==> config.mk <==
export PLATFORM = sky130hd
export DESIGN_NAME = tlb_page_table_lru_mmu_unit
export DESIGN_NICKNAME = d
export VERILOG_FILES = /design/src/sv/tlbmmu_pkg.sv /design/src/sv/tlb_page_table_lru_mmu_unit.sv /design/src/sv/tlbmmu_stamp_cmp.sv
export SDC_FILE = /design/constraint.sdc
export NUM_CORES = 2
export LEC_CHECK = 0
export BUFFER_PORTS_ARGS = -buffer_cell sky130_fd_sc_hd__buf_2
export CELL_PAD_IN_SITES_DETAIL_PLACEMENT = 1
export CELL_PAD_IN_SITES_GLOBAL_PLACEMENT = 1
export CORE_ASPECT_RATIO = 1.1
export CORE_MARGIN = 2
export CORE_UTILIZATION = 49
export CTS_BUF_LIST = sky130_fd_sc_hd__clkbuf_2
export DETAILED_ROUTE_END_ITERATION = 6
export GPL_TIMING_DRIVEN = 0
export PLACE_DENSITY = 0.8
export SLEW_MARGIN = 0
export SYNTH_ARGS = -nofsm -noshare
export SYNTH_HDL_FRONTEND = slang
export SYNTH_SLANG_ARGS = --single-unit
==> constraint.sdc <==
create_clock -name clk -period 16.5 [get_ports clk]
set_input_delay 0.825 -clock clk [delete_from_list [all_inputs] [get_ports clk]]
set_output_delay 0.825 -clock clk [all_outputs]
set_load 0.005 [all_outputs]
==> src/sv/tlbmmu_pkg.sv <==
// ----------------------------------------------------------------------------
// tlbmmu_pkg
// Shared types and constants for the paging MMU with an LRU-replaced TLB.
// ----------------------------------------------------------------------------
package tlbmmu_pkg;

    // Sequencer states
    typedef enum logic [3:0] {
        ST_IDLE,
        ST_TLB_SCAN,
        ST_PT_READ,
        ST_PT_WAIT,
        ST_FRAME_SCAN,
        ST_EVICT,
        ST_TLB_VICTIM,
        ST_UPDATE,
        ST_OUTPUT
    } seq_state_t;

    // Register indexes of the configuration port
    localparam logic [1:0] REG_MEMORY_TIME = 2'd0;
    localparam logic [1:0] REG_TLB_TIME    = 2'd1;
    localparam logic [1:0] REG_FAULT_TIME  = 2'd2;

    localparam logic [31:0] MAX32 = 32'hFFFF_FFFF;
    localparam logic [47:0] MAX48 = 48'hFFFF_FFFF_FFFF;

    // Operation code for a write access
    localparam logic OP_WRITE = 1'b1;

    // Result of one stamp compare step
    typedef struct packed {
        logic is_zero;
        logic less;
    } cmp_result_t;

endpackage

==> src/sv/tlb_page_table_lru_mmu_unit.sv <==
// ----------------------------------------------------------------------------
// tlb_page_table_lru_mmu_unit
// Demand paging MMU: TLB lookup, page table, LRU frame and TLB replacement.
// ----------------------------------------------------------------------------
// Usage:
//   Input channel (in_valid/in_ready) carries virtual_address and op.
//   Output channel (out_valid/out_ready) returns one result per access:
//   frame, hit/fault/write back flags, access time and running totals.
//   Config channel (cfg_valid/cfg_ready, cfg_index, cfg_data) writes
//   memory_time (0), tlb_time (1), fault_time (2); other indexes ignored.
//   One access at a time. A TLB hit ends the TLB scan early; a
//   miss adds a page table read and a TLB victim scan, and a fault
//   adds a scan of up to 16 frames and an evict step.
//   All stamp compares go through one shared stamp comparator, one element a
//   cycle; the page table is a memory with a registered read port.
//   Reset clears the TLB, frame records and page table valid bits at once
//   (no clearing pass), time counter to one, totals to zero.
//   The result waits in an output register while out_ready is low; in_ready
//   stays low until that transfer completes.
// ----------------------------------------------------------------------------
module tlb_page_table_lru_mmu_unit
#(
    parameter int TLB_ENTRIES = 8
)
(
    input  logic        clk,
    input  logic        rst_n,
    input  logic        in_valid,
    output logic        in_ready,
    input  logic [15:0] virtual_address,
    input  logic        op,
    output logic        out_valid,
    input  logic        out_ready,
    output logic [3:0]  frame_number,
    output logic        tlb_hit,
    output logic        page_fault,
    output logic        wrote_back,
    output logic [17:0] access_time,
    output logic [31:0] event_count,
    output logic [31:0] hit_count,
    output logic [31:0] page_in_count,
    output logic [31:0] page_out_count,
    output logic [47:0] total_time,
    input  logic        cfg_valid,
    output logic        cfg_ready,
    input  logic [1:0]  cfg_index,
    input  logic [15:0] cfg_data
);
    import tlbmmu_pkg::*;

    localparam int TW = (TLB_ENTRIES > 1) ? $clog2(TLB_ENTRIES) : 1;
    localparam int CW = $clog2(TLB_ENTRIES + 1) > 4 ? $clog2(TLB_ENTRIES + 1) : 5;

    seq_state_t state_reg, state_next;

    // Configuration registers
    logic [15:0] memory_time_reg, tlb_time_reg, fault_time_reg;

    // TLB
    logic [TLB_ENTRIES-1:0] tlb_valid_reg;
    logic [6:0]  tlb_page_reg  [TLB_ENTRIES];
    logic [3:0]  tlb_frame_reg [TLB_ENTRIES];
    logic [31:0] tlb_stamp_reg [TLB_ENTRIES];

    // Page table: valid bits in flops, frame numbers in a memory
    logic [127:0] page_valid_reg;
    logic [3:0]   page_mem [128];
    logic [3:0]   pt_rdata_reg;

    // Frame records
    logic [15:0] frame_used_reg, frame_dirty_reg;
    logic [6:0]  frame_page_reg  [16];
    logic [31:0] frame_stamp_reg [16];

    // Counters
    logic [31:0] time_counter_reg, hits_total_reg, page_ins_reg, page_outs_reg;
    logic [47:0] time_total_reg;

    // Per access working registers
    logic [6:0]  page_reg;
    logic        write_reg;
    logic [CW-1:0] idx_reg;
    logic [31:0] least_reg;
    logic [3:0]  frame_reg;
    logic [TW-1:0] tvict_reg;
    logic        hit_reg, fault_reg, wb_reg;
    logic [17:0] acc_reg;

    // Output register
    logic        out_valid_reg;
    logic [3:0]  o_frame_reg;
    logic        o_hit_reg, o_fault_reg, o_wb_reg;
    logic [17:0] o_acc_reg;
    logic [31:0] o_event_reg;

    // Shared comparator
    logic [31:0] cmp_stamp;
    cmp_result_t cmp_res;
    logic [TW-1:0] tidx;
    logic [3:0]    fidx;
    assign tidx = idx_reg[TW-1:0];
    assign fidx = idx_reg[3:0];

    always_comb
    begin
        if (state_reg == ST_FRAME_SCAN)
            cmp_stamp = frame_stamp_reg[fidx];
        else
            cmp_stamp = tlb_stamp_reg[tidx];
    end

    tlbmmu_stamp_cmp u_cmp
    (
        .stamp  (cmp_stamp),
        .least  (least_reg),
        .result (cmp_res)
    );

    logic last_tlb;
    assign last_tlb = (idx_reg == CW'(TLB_ENTRIES - 1));
    logic tlb_match;
    assign tlb_match = tlb_valid_reg[tidx] && (tlb_page_reg[tidx] == page_reg);

    // Next state
    always_comb
    begin
        state_next = state_reg;
        unique case (state_reg)
            ST_IDLE:       if (in_valid && in_ready) state_next = ST_TLB_SCAN;
            ST_TLB_SCAN:
            begin
                if (tlb_match)     state_next = ST_UPDATE;
                else if (last_tlb) state_next = ST_PT_READ;
            end
            ST_PT_READ:    state_next = ST_PT_WAIT;
            ST_PT_WAIT:    state_next = page_valid_reg[page_reg] ? ST_TLB_VICTIM
                                                                 : ST_FRAME_SCAN;
            ST_FRAME_SCAN:
            begin
                if (!frame_used_reg[fidx] || idx_reg == CW'(15))
                    state_next = ST_EVICT;
            end
            ST_EVICT:      state_next = ST_TLB_VICTIM;
            ST_TLB_VICTIM:
            begin
                if (cmp_res.is_zero || last_tlb) state_next = ST_UPDATE;
            end
            ST_UPDATE:     state_next = ST_OUTPUT;
            ST_OUTPUT:     if (!out_valid_reg || out_ready) state_next = ST_IDLE;
            default:       state_next = ST_IDLE;
        endcase
    end

    // Handshake outputs; a new access waits until the last result is taken
    always_comb
    begin
        in_ready  = (state_reg == ST_IDLE) && !out_valid_reg;
        cfg_ready = (state_reg == ST_IDLE);
    end

    // Saturating sums used at the end of an access
    logic [48:0] tsum;
    assign tsum = {1'b0, time_total_reg} + 49'(acc_reg);

    // Datapath and state
    always_ff @(posedge clk or negedge rst_n)
    begin
        if (!rst_n)
        begin
            state_reg        <= ST_IDLE;
            memory_time_reg  <= '0;
            tlb_time_reg     <= '0;
            fault_time_reg   <= '0;
            tlb_valid_reg    <= '0;
            for (int i = 0; i < TLB_ENTRIES; i++)
            begin
                tlb_page_reg[i]  <= '0;
                tlb_frame_reg[i] <= '0;
                tlb_stamp_reg[i] <= '0;
            end
            page_valid_reg   <= '0;
            frame_used_reg   <= '0;
            frame_dirty_reg  <= '0;
            for (int i = 0; i < 16; i++)
            begin
                frame_page_reg[i]  <= '0;
                frame_stamp_reg[i] <= '0;
            end
            time_counter_reg <= 32'd1;
            hits_total_reg   <= '0;
            page_ins_reg     <= '0;
            page_outs_reg    <= '0;
            time_total_reg   <= '0;
            out_valid_reg    <= 1'b0;
        end
        else
        begin
            state_reg <= state_next;
            if (out_valid_reg && out_ready)
                out_valid_reg <= 1'b0;

            unique case (state_reg)
                ST_IDLE:
                begin
                    if (cfg_valid)
                    begin
                        unique case (cfg_index)
                            REG_MEMORY_TIME: memory_time_reg <= cfg_data;
                            REG_TLB_TIME:    tlb_time_reg    <= cfg_data;
                            REG_FAULT_TIME:  fault_time_reg  <= cfg_data;
                            default: ;
                        endcase
                    end
                    if (in_valid && in_ready)
                    begin
                        page_reg  <= virtual_address[15:9];
                        write_reg <= op;
                        idx_reg   <= '0;
                        hit_reg   <= 1'b0;
                        fault_reg <= 1'b0;
                        wb_reg    <= 1'b0;
                        acc_reg   <= 18'(tlb_time_reg);
                    end
                end
                ST_TLB_SCAN:
                begin
                    if (tlb_match)
                    begin
                        hit_reg   <= 1'b1;
                        frame_reg <= tlb_frame_reg[tidx];
                        tlb_stamp_reg[tidx] <= time_counter_reg;
                        hits_total_reg <= (hits_total_reg == MAX32) ? MAX32
                                          : hits_total_reg + 32'd1;
                    end
                    idx_reg <= idx_reg + CW'(1);
                end
                ST_PT_READ:
                begin
                    acc_reg <= acc_reg + 18'(memory_time_reg);
                end
                ST_PT_WAIT:
                begin
                    idx_reg <= '0;
                    if (!page_valid_reg[page_reg])
                    begin
                        fault_reg <= 1'b1;
                        acc_reg   <= acc_reg + 18'(fault_time_reg);
                        frame_reg <= '0;
                        least_reg <= time_counter_reg;
                    end
                    else
                    begin
                        frame_reg <= pt_rdata_reg;
                        least_reg <= tlb_stamp_reg[0];
                        tvict_reg <= '0;
                    end
                end
                ST_FRAME_SCAN:
                begin
                    if (!frame_used_reg[fidx])
                        frame_reg <= fidx;
                    else if (cmp_res.less)
                    begin
                        least_reg <= cmp_stamp;
                        frame_reg <= fidx;
                    end
                    idx_reg <= idx_reg + CW'(1);
                end
                ST_EVICT:
                begin
                    if (frame_used_reg[frame_reg])
                    begin
                        if (frame_dirty_reg[frame_reg])
                        begin
                            wb_reg  <= 1'b1;
                            acc_reg <= acc_reg + 18'(fault_time_reg);
                            page_outs_reg <= (page_outs_reg == MAX32) ? MAX32
                                             : page_outs_reg + 32'd1;
                        end
                        page_valid_reg[frame_page_reg[frame_reg]] <= 1'b0;
                        for (int i = 0; i < TLB_ENTRIES; i++)
                        begin
                            if (tlb_valid_reg[i] &&
                                tlb_page_reg[i] == frame_page_reg[frame_reg])
                            begin
                                tlb_valid_reg[i] <= 1'b0;
                                tlb_stamp_reg[i] <= '0;
                            end
                        end
                    end
                    page_ins_reg <= (page_ins_reg == MAX32) ? MAX32
                                    : page_ins_reg + 32'd1;
                    frame_used_reg[frame_reg]  <= 1'b1;
                    frame_page_reg[frame_reg]  <= page_reg;
                    frame_dirty_reg[frame_reg] <= 1'b0;
                    page_valid_reg[page_reg]   <= 1'b1;
                    idx_reg   <= '0;
                    least_reg <= tlb_stamp_reg[0];
                    tvict_reg <= '0;
                end
                ST_TLB_VICTIM:
                begin
                    if (cmp_res.is_zero)
                        tvict_reg <= tidx;
                    else if (cmp_res.less)
                    begin
                        least_reg <= cmp_stamp;
                        tvict_reg <= tidx;
                    end
                    idx_reg <= idx_reg + CW'(1);
                    if (cmp_res.is_zero || last_tlb)
                    begin
                        // Install takes the final pick of this cycle
                        tlb_valid_reg[cmp_res.is_zero ? tidx
                            : (cmp_res.less ? tidx : tvict_reg)] <= 1'b1;
                        tlb_page_reg[cmp_res.is_zero ? tidx
                            : (cmp_res.less ? tidx : tvict_reg)] <= page_reg;
                        tlb_frame_reg[cmp_res.is_zero ? tidx
                            : (cmp_res.less ? tidx : tvict_reg)] <= frame_reg;
                        tlb_stamp_reg[cmp_res.is_zero ? tidx
                            : (cmp_res.less ? tidx : tvict_reg)] <= time_counter_reg;
                    end
                end
                ST_UPDATE:
                begin
                    if (write_reg == OP_WRITE)
                        frame_dirty_reg[frame_reg] <= 1'b1;
                    frame_stamp_reg[frame_reg] <= time_counter_reg;
                    time_counter_reg <= (time_counter_reg == MAX32) ? MAX32
                                        : time_counter_reg + 32'd1;
                    time_total_reg <= tsum[48] ? MAX48
                                      : (tsum[47:0] > MAX48 ? MAX48 : tsum[47:0]);
                    o_frame_reg <= frame_reg;
                    o_hit_reg   <= hit_reg;
                    o_fault_reg <= fault_reg;
                    o_wb_reg    <= wb_reg;
                    o_acc_reg   <= acc_reg;
                    o_event_reg <= time_counter_reg;
                end
                ST_OUTPUT:
                begin
                    if (!out_valid_reg || out_ready)
                        out_valid_reg <= 1'b1;
                end
                default: ;
            endcase
        end
    end

    // Page table frame memory, one write and one registered read
    always_ff @(posedge clk)
    begin
        if (state_reg == ST_EVICT)
            page_mem[page_reg] <= frame_reg;
        pt_rdata_reg <= page_mem[page_reg];
    end

    // Result ports
    assign out_valid      = out_valid_reg;
    assign frame_number   = o_frame_reg;
    assign tlb_hit        = o_hit_reg;
    assign page_fault     = o_fault_reg;
    assign wrote_back     = o_wb_reg;
    assign access_time    = o_acc_reg;
    assign event_count    = o_event_reg;
    assign hit_count      = hits_total_reg;
    assign page_in_count  = page_ins_reg;
    assign page_out_count = page_outs_reg;
    assign total_time     = time_total_reg;

endmodule

==> src/sv/tlbmmu_stamp_cmp.sv <==
// ----------------------------------------------------------------------------
// tlbmmu_stamp_cmp
// Shared stamp comparator used by both the TLB and the frame victim scans.
// ----------------------------------------------------------------------------
module tlbmmu_stamp_cmp
(
    input  logic [31:0]             stamp,
    input  logic [31:0]             least,
    output tlbmmu_pkg::cmp_result_t result
);
    import tlbmmu_pkg::*;

    // One compare per cycle; the sequencer feeds the element under scan
    always_comb
    begin
        result.is_zero = (stamp == 32'd0);
        result.less    = (stamp < least);
    end

endmodule
# [Yosys cells after proc, flatten, opt, wreduce, memory -nomap -nowiden]
# Memories as Yosys holds them, arrays and structs flattened. A register that Yosys moved wholly into a read port is not among the register bits.
# Cells that the tools add are included.
[word_totals] regBits=1495 latchBits=0 mem_bits_rw=512 rom_bits=0 input_bits=40 output_inout_bits=204 elab_cells=381 n_memories=1
[mem_list] memory="page_mem" depth=128 width=4 rd=1 rd_clocked_by_memory_dff=1 wr=1 line="tlb_page_table_lru_mmu_unit.sv:67" rtl="logic [3:0] page_mem [128];"
[classes] n_addsub=8 multipliers=0 div_mod_pow=0 magnitude_cmp=19 eq_ne=47 shift=0 n_mux=127 bitwise_logic=12 reduce_logical=74
[ops] cell="$mux 256" count=3
[ops] cell="$mux 32" count=24
[ops] cell="$pmux 256 s3" count=1
[ops] cell="$bwmux 256" count=2
[ops] cell="$bwmux 512" count=1
[ops] cell="$mux 128" count=2
[ops] cell="$demux 32 s3" count=2
[ops] cell="$add 32x1->32 const B" count=4
[ops] cell="$and 128x128->128" count=1
[ops] cell="$bmux 32 s4" count=1
[ops] cell="$demux 32 s4" count=1
[ops] cell="$eq 32x32->1 const B" count=4
[ops] cell="$not 128->128" count=1
[ops] cell="$or 128x128->128" count=1
[ops] cell="$pmux 32 s4" count=1
[ops] cell="$bwmux 112" count=1
[ops] cell="$bmux 32 s3" count=1
[ops] cell="$mux 48" count=2
[ops] cell="$mux 18" count=4
[ops] cell="$pmux 18 s4" count=1
[ops] cell="$eq 7x7->1" count=9
[ops] cell="$bwmux 56" count=1
[ops] cell="$mux 4" count=13
[ops] cell="$reduce_and 5->1" count=10
[ops] cell="other kinds (74)" count=196

# [Logic depth before layout (Yosys ltp)]
[logic_depth] ltp_word=16 mapped_depth=25 depth_no_buf=18

# [Hierarchy]
# Synthesis repeated with hierarchy kept, for this count alone.
[unflattened] hier_cells=7047 area_unflattened_um2=88931.5
[by_module_without_submodules] module="tlb_page_table_lru_mmu_unit" n_inst=1 cells_each=6928 area_each_um2=88088.2 seq_area_each_um2=53517.6
[by_module_without_submodules] module="tlbmmu_stamp_cmp" n_inst=1 cells_each=119 area_each_um2=843.3 seq_area_each_um2=0.0

# [Worst setup path before layout]
# OpenSTA, ideal clock, no wires.
[synth_path] path_type="reg2reg" from="reg idx_reg[2]" to="reg least_reg[0], enable pin" setup_time_ns=0.432 arrival_time_ns=5.513 required_time_ns=16.068 slack_ns=10.556 stages_incl_launch_ff=22 n_path_buf=5 period_less_slack_ns=5.944 cell_sequence="edfxtp_1 buf_2 buf_4 buf_4 buf_4 mux2_2 a221oi_1 o221ai_1 nand2_1 o21ai_1 a21oi_1 inv_1 ha_1 nand3_1 nor3_1 a221oi_1 a21boi_0 nor4_1 o21a_1 clkbuf_1 o21ai_0 a21oi_1"
[synth_via] elab_chain_cells=8 elab_cells_between_ends=15 classes_between="eq/ne: 2; mux: 9; bitwise: 2; reduce/logical: 2"
[synth_lines] element="from (decl)" line="tlb_page_table_lru_mmu_unit.sv:82" rtl="logic [CW-1:0] idx_reg;"
[synth_lines] element="from (signal assigned)" line="tlb_page_table_lru_mmu_unit.sv:235" rtl="idx_reg <= idx_reg + CW'(1);"
[synth_lines] element="from (signal assigned)" line="tlb_page_table_lru_mmu_unit.sv:267" rtl="idx_reg <= idx_reg + CW'(1);"
[synth_lines] element="from (signal assigned)" line="tlb_page_table_lru_mmu_unit.sv:310" rtl="idx_reg <= idx_reg + CW'(1);"
[synth_lines] element="$not 4->5 (implied by the code) / $not 3->4 (equally long branches)" line="tlb_page_table_lru_mmu_unit.sv:107, tlb_page_table_lru_mmu_unit.sv:109"
[synth_lines] element="$bmux 32 s4 / $bmux 32 s3 (equally long branches)" line="tlb_page_table_lru_mmu_unit.sv:107, tlb_page_table_lru_mmu_unit.sv:109"
[synth_lines] element="$mux 32, on equally long branches (2 in a row)" line="tlb_page_table_lru_mmu_unit.sv:107, tlb_page_table_lru_mmu_unit.sv:109"
[synth_lines] element="$mux 32" line="tlb_page_table_lru_mmu_unit.sv:106" rtl="if (state_reg == ST_FRAME_SCAN)"
[synth_lines] element="$logic_not 32->1" line="tlbmmu_stamp_cmp.sv:16" rtl="result.is_zero = (stamp == 32'd0);"
[synth_lines] element="$ne 2x2->1 (no source line)"
[synth_lines] element="$reduce_and 4->1 (no source line) *"
[synth_lines] element="to (signal assigned)" line="tlb_page_table_lru_mmu_unit.sv:249" rtl="least_reg <= time_counter_reg;"
[synth_lines] element="to (signal assigned)" line="tlb_page_table_lru_mmu_unit.sv:254" rtl="least_reg <= tlb_stamp_reg[0];"
[synth_lines] element="to (signal assigned)" line="tlb_page_table_lru_mmu_unit.sv:264" rtl="least_reg <= cmp_stamp;"
[synth_lines] element="to (decl)" line="tlb_page_table_lru_mmu_unit.sv:83" rtl="logic [31:0] least_reg;"
# Mark *: on every way between the ends. The rest lies on a longest branch, timed or not. The select of a mux whose other input is x is not followed.
# A chain may end at the register's enable or synchronous reset.

# [Worst setup path in the final report]
[layout_path] from="reg idx_reg[2]" to="reg tlb_stamp_reg[58] in the netlist's numbering"
[layout_via] elab_chain_cells=16 elab_cells_between_ends=41 classes_between="order compare: 5; eq/ne: 4; mux: 23; bitwise: 3; reduce/logical: 6"
[layout_lines] element="$not 4->5 (implied by the code) / $not 3->4 (equally long branches)"
[layout_lines] element="$bmux 32 s4 / $bmux 32 s3 (equally long branches)" line="tlb_page_table_lru_mmu_unit.sv:107, tlb_page_table_lru_mmu_unit.sv:109"
[layout_lines] element="$mux 32, on equally long branches (2 in a row)" line="tlb_page_table_lru_mmu_unit.sv:107, tlb_page_table_lru_mmu_unit.sv:109"
[layout_lines] element="$mux 32" line="tlb_page_table_lru_mmu_unit.sv:106"
[layout_lines] element="$lt 32x32->1" line="tlbmmu_stamp_cmp.sv:17" rtl="result.less = (stamp < least);"
[layout_lines] element="$mux 3 (2 in a row)"
[layout_lines] element="$not 3->4" line="tlb_page_table_lru_mmu_unit.sv:320" rtl="tlb_stamp_reg[cmp_res.is_zero ? tidx"
[layout_lines] element="$ge 4x4->1 (implied by the code) / $lt 4x1->1 (equally long branches)" line="tlb_page_table_lru_mmu_unit.sv:320"
[layout_lines] element="$logic_and 1x1->1 (implied by the code)" line="tlb_page_table_lru_mmu_unit.sv:320"
[layout_lines] element="$mux 32" line="tlb_page_table_lru_mmu_unit.sv:320"
[layout_lines] element="$demux 32 s3" line="tlb_page_table_lru_mmu_unit.sv:320"
[layout_lines] element="$bwmux 256" line="tlb_page_table_lru_mmu_unit.sv:320"
[layout_lines] element="$mux 256" line="tlb_page_table_lru_mmu_unit.sv:311" rtl="if (cmp_res.is_zero || last_tlb)"
[layout_lines] element="$pmux 256 s3" line="tlb_page_table_lru_mmu_unit.sv:202" rtl="unique case (state_reg)"
[layout_lines] element="to (signal, indexed assignment)" line="tlb_page_table_lru_mmu_unit.sv:231" rtl="tlb_stamp_reg[tidx] <= time_counter_reg;"
[layout_lines] element="to (decl)" line="tlb_page_table_lru_mmu_unit.sv:63" rtl="logic [31:0] tlb_stamp_reg [TLB_ENTRIES];"
# Several ways; a longest one is shown, not always the timed one. The select of a mux whose other input is x is not followed.

==> results.md <==
- Number of global-route vias before repair: 76,300
- Delay-heaviest family, CP: buffers and inverters
- Slowest stage delay, CP: 1.09 ns
- Power share of the sequential group: 38.9%
- Unrepaired setup endpoints after global routing: false
- DR WL/cell: 34.9 um
- Area contributors post-synth: dfrtp_1 (38%), edfxtp_1 (21%), mux2_2 (10%)
- TritonCTS clock tree: built
- Slew HR: -9.21%
- Vias per inst: 6.81
- Metal2 WL: 165,000 um
- Initial antenna violation count: 37
- Max-cap violations: 9
- Switching portion of total power: 43.3%
- Crit path launch type: register
- Area grow syn2layout: 11.7%
- Post-layout minimum cycle time: 9.89 ns
- Clock power frac: 22.9%
- Bufs and invs on worst path: 7
- Most common cell after layout, fill and taps aside: dfrtp_1
- Layout cell share with drive strength beyond 1: 27.5%
- Library cells used by synthesis: 97
- Starting Density: 49.3%
- Final design utilization: 55.1%
- CTS Buf Count: 542
- Endpoints failing setup: 0
- Highest routed layer: met5
- Drt pass-1 iters: 7
- Post-synthesis sequential area ratio: 59.1%
- Worst R2R Setup Slack: 6.61 ns
- Clock Path Buffers: 4
- Crit share post-route: 60.0%
- Core outline area: 184,000 sq um
- PostCTS Resize Cnt: 0
- Post-synthesis cell count: 6,996
- Die W: 414 um
- Avg Cell Area, Syn: 12.9 sq um
- Grt total ovfl: 0
- Status: finished with violations
- Post-route antenna net violation count: 0
- GPL Wtd Cong: 0.987
- Internal power: 0.00885 W
- Post-synth top area cell: dfrtp_1
- DIE HEIGHT: 455 um
- Net Switching: 0.00677 W
- VDD IR max: 0.126 mV
- Synthesized flop and latch total: 2,011
- Top FF cell, synth: dfrtp_1
- Max frequency: 0.101 GHz
- Crit-path max FO: 10
- Final #Nets: 8,000
- Kind of critical path: register to register
- Post-synth EDFFs: 642
- Worst Reg-to-Reg Cells: 21
- Clk Latency, worst-skew pair: 2.11 ns
- Violated checks: design-rule violations, max-capacitance violations, max-slew violations
- Total Wirelength: 373,000 um
- Syn nets: 7,109
- Synth warnings: 0
- Final TNS setup: 0 ns
- First-pass GRT wire length: 533,000 um
- Fill count: 19,000
- Largest net degree at the start of global routing: 174
- Clk root buf: clkbuf_2
- Residual DRC: 11
- # rows: 165
- Die area: 188,000 sq um
- Crit-path slowest cell: clkbuf_1
- R2r endpoint: tlb_stamp_reg[58]$_DFFE_PN0P_
- Initial drt markers: 9,246
- Worst hold-check path type: primary input to register
- Worst slew pin tran: 1.64 ns
- Critical-path cell list: buf_2 > inv_1 > clkbuf_1 > clkbuf_1 > buf_1 > nor2_1 > o21ai_0 > o221a_2 > inv_1 > ha_1 > a21oi_1 > nor2b_1 > o21ai_0 > a21oi_1 > nor4_1 > o21ai_1 > o21ai_1 > nand2_1 > a31oi_1 > buf_2 > a22o_1
- I/O Pins: 244
- Critical Path End Type: register
- Post-Route Skew: 0.205 ns
- Post-synth top area share: 37.7%
- WHS Path Cells: 3
- Pleak: 44.5 nW
- Total GRT Usage: 39.3%
- Clock Sinks: 2,011
- Max-slew violations: 78
- Met3 routed WL: 43,400 um
- Worst hold path startpoint: virtual_address[9]
- Clock slew at reported path FFs: 0.10 ns
- Power Density: 154 nW/um^2
- HPWL after DPL: 255,000 um
- Req. time, crit path: 18.44 ns
- Hold Path Sink: page_reg[0]$_DFFE_PP_
- Mapped cell area: 90,600 sq um
- Final Hold Violating Endpoints: 0
- Async S/R FF share, synth: 67.9%
- Vias: 73,000
- Count of input and output buffers: 234
- Clock H-tree levels: 6
- WL met1: 129,000 um
- Worst reg2reg path startpoint: idx_reg[2]$_SDFFCE_PN0P_
- Critical path data arrival time: 11.83 ns
- Highest-count cells in the layout ignoring fill and taps: dfrtp_1 (1,364), mux2_2 (840), clkbuf_2 (813), edfxtp_1 (642), o21ai_0 (421)
- Combinational Power Share: 38.1%
## cells in the mapped netlist (17+ instances only)
cell type / instances
inv_1: 94
mux2i_1: 128
a22o_1: 318
ha_1: 71
clkbuf_1: 384
o22ai_1: 34
or3_1: 25
nor3b_1: 17
a221oi_1: 122
and3_1: 65
nor2_1: 299
a21o_1: 24
buf_4: 31
nand4_1: 127
a22oi_1: 305
buf_2: 90
mux2_2: 840
xnor2_1: 85
o21ai_0: 421
o211ai_1: 43
mux4_2: 112
a211oi_1: 27
edfxtp_1: 642
a31oi_1: 39
nor2b_1: 38
o22a_1: 25
nand2_1: 405
a21oi_1: 130
nor3_1: 58
a221o_1: 43
buf_6: 20
and2_1: 23
xor2_1: 87
buf_1: 47
dfrtp_1: 1364
nand3_1: 126
nand2b_1: 48
## power groups by stage
stage	registers [W]	logic, W	clock network [W]
after floorplan	0.00611	0.00299	0
after global placement	0.00628	0.00512	0
after detailed placement	0.00617	0.00552	0
after CTS	0.00607	0.00557	0.00357
after global routing	0.00612	0.00604	0.00382
final	0.00608	0.00595	0.00358
## final cells by class
type                            instances  area [sq um]  area share (%)
Clock inverter                        110           510           0.504
Multi-Input combinational cell       4316         34200            33.8
Antenna cell                           29          72.6          0.0717
Buffer                                572          2530            2.50
Timing Repair Buffer                  347          2890            2.86
Tap cell                             2421          3030            2.99
Clock buffer                          809          4050            4.00
Inverter                               97           364           0.360
Sequential cell                      2011         53500            52.9
## cell families (layout without fill, tap and decap cells)
kind of cell	count (synthesis)	in the layout	synth area share (%)
xor gates and xnor gates	172	172	1.66
and+or+nand+nor	1324	1324	7.21
DFF	2011	2011	59.1
muxes	1081	1081	14.7
buffers and inverters	669	1935	3.19
AOI/OAI and AO/OA	1666	1666	13.2
adders and majority gates	73	73	1.02
other	0	29	0
## metal layers
| layer | track usage [%] | vias up |
|---|---|---|
| met5 | 0 | - |
| met4 | 32.0 | 32 |
| met3 | 14.5 | 1918 |
| met2 | 58.3 | 5267 |
| met1 | 45.5 | 37200 |
| li1 | - | 28500 |
## timing repair
item,CTS,global route
buffers inserted,0,0
hold buffers,67,0
hold endpoints to repair,883,0
## worst reg2reg max path, cell delays in order (launching register included)
cell,delay [ns]
edfxtp_1,0.53
buf_2,0.30
inv_1,0.66
clkbuf_1,1.10
clkbuf_1,0.79
buf_1,0.95
nor2_1,0.26
o21ai_0,0.67
o221a_2,0.50
inv_1,0.10
ha_1,0.19
a21oi_1,0.13
nor2b_1,0.06
o21ai_0,0.16
a21oi_1,0.12
nor4_1,0.62
o21ai_1,0.54
o21ai_1,0.58
nand2_1,0.12
a31oi_1,0.78
buf_2,0.46
a22o_1,0.21
## per-stage QoR
step / worst slack (ns) / hold slack (ns) / cell area [sq um] / power, W / cells
floorplan: 10.56 / 0.400 / 90600 / 0.00910 / 6996
global placement: -15.64 / 0.404 / 94800 / 0.0114 / 9651
detailed placement: 7.50 / 0.408 / 95800 / 0.0117 / 9694
CTS: 7.39 / 0.000524 / 101000 / 0.0152 / 10700
global route: 6.88 / 0.0582 / 101000 / 0.0160 / 10700
finish: 6.61 / 0.0642 / 101000 / 0.0156 / 10700
## how the worst max path moves through the flow
stage / startpoint / to / slack (ns) / cells after the start
2_1_floorplan: idx_reg[2]$_SDFFCE_PN0P_ / least_reg[0]$_DFFE_PP_ / 10.56 / 21
3_3_place_gp: rst_n / total_time[31]$_DFFE_PN0P_ / -15.64 / 1
3_5_place_dp: idx_reg[2]$_SDFFCE_PN0P_ / tlb_stamp_reg[124]$_DFFE_PN0P_ / 7.50 / 23
4_1_cts: idx_reg[2]$_SDFFCE_PN0P_ / tlb_stamp_reg[118]$_DFFE_PN0P_ / 7.39 / 23
5_1_grt: idx_reg[2]$_SDFFCE_PN0P_ / tlb_stamp_reg[57]$_DFFE_PN0P_ / 6.88 / 20
6_report: idx_reg[2]$_SDFFCE_PN0P_ / tlb_stamp_reg[58]$_DFFE_PN0P_ / 6.61 / 21
Power figures use the tool's default switching activity.
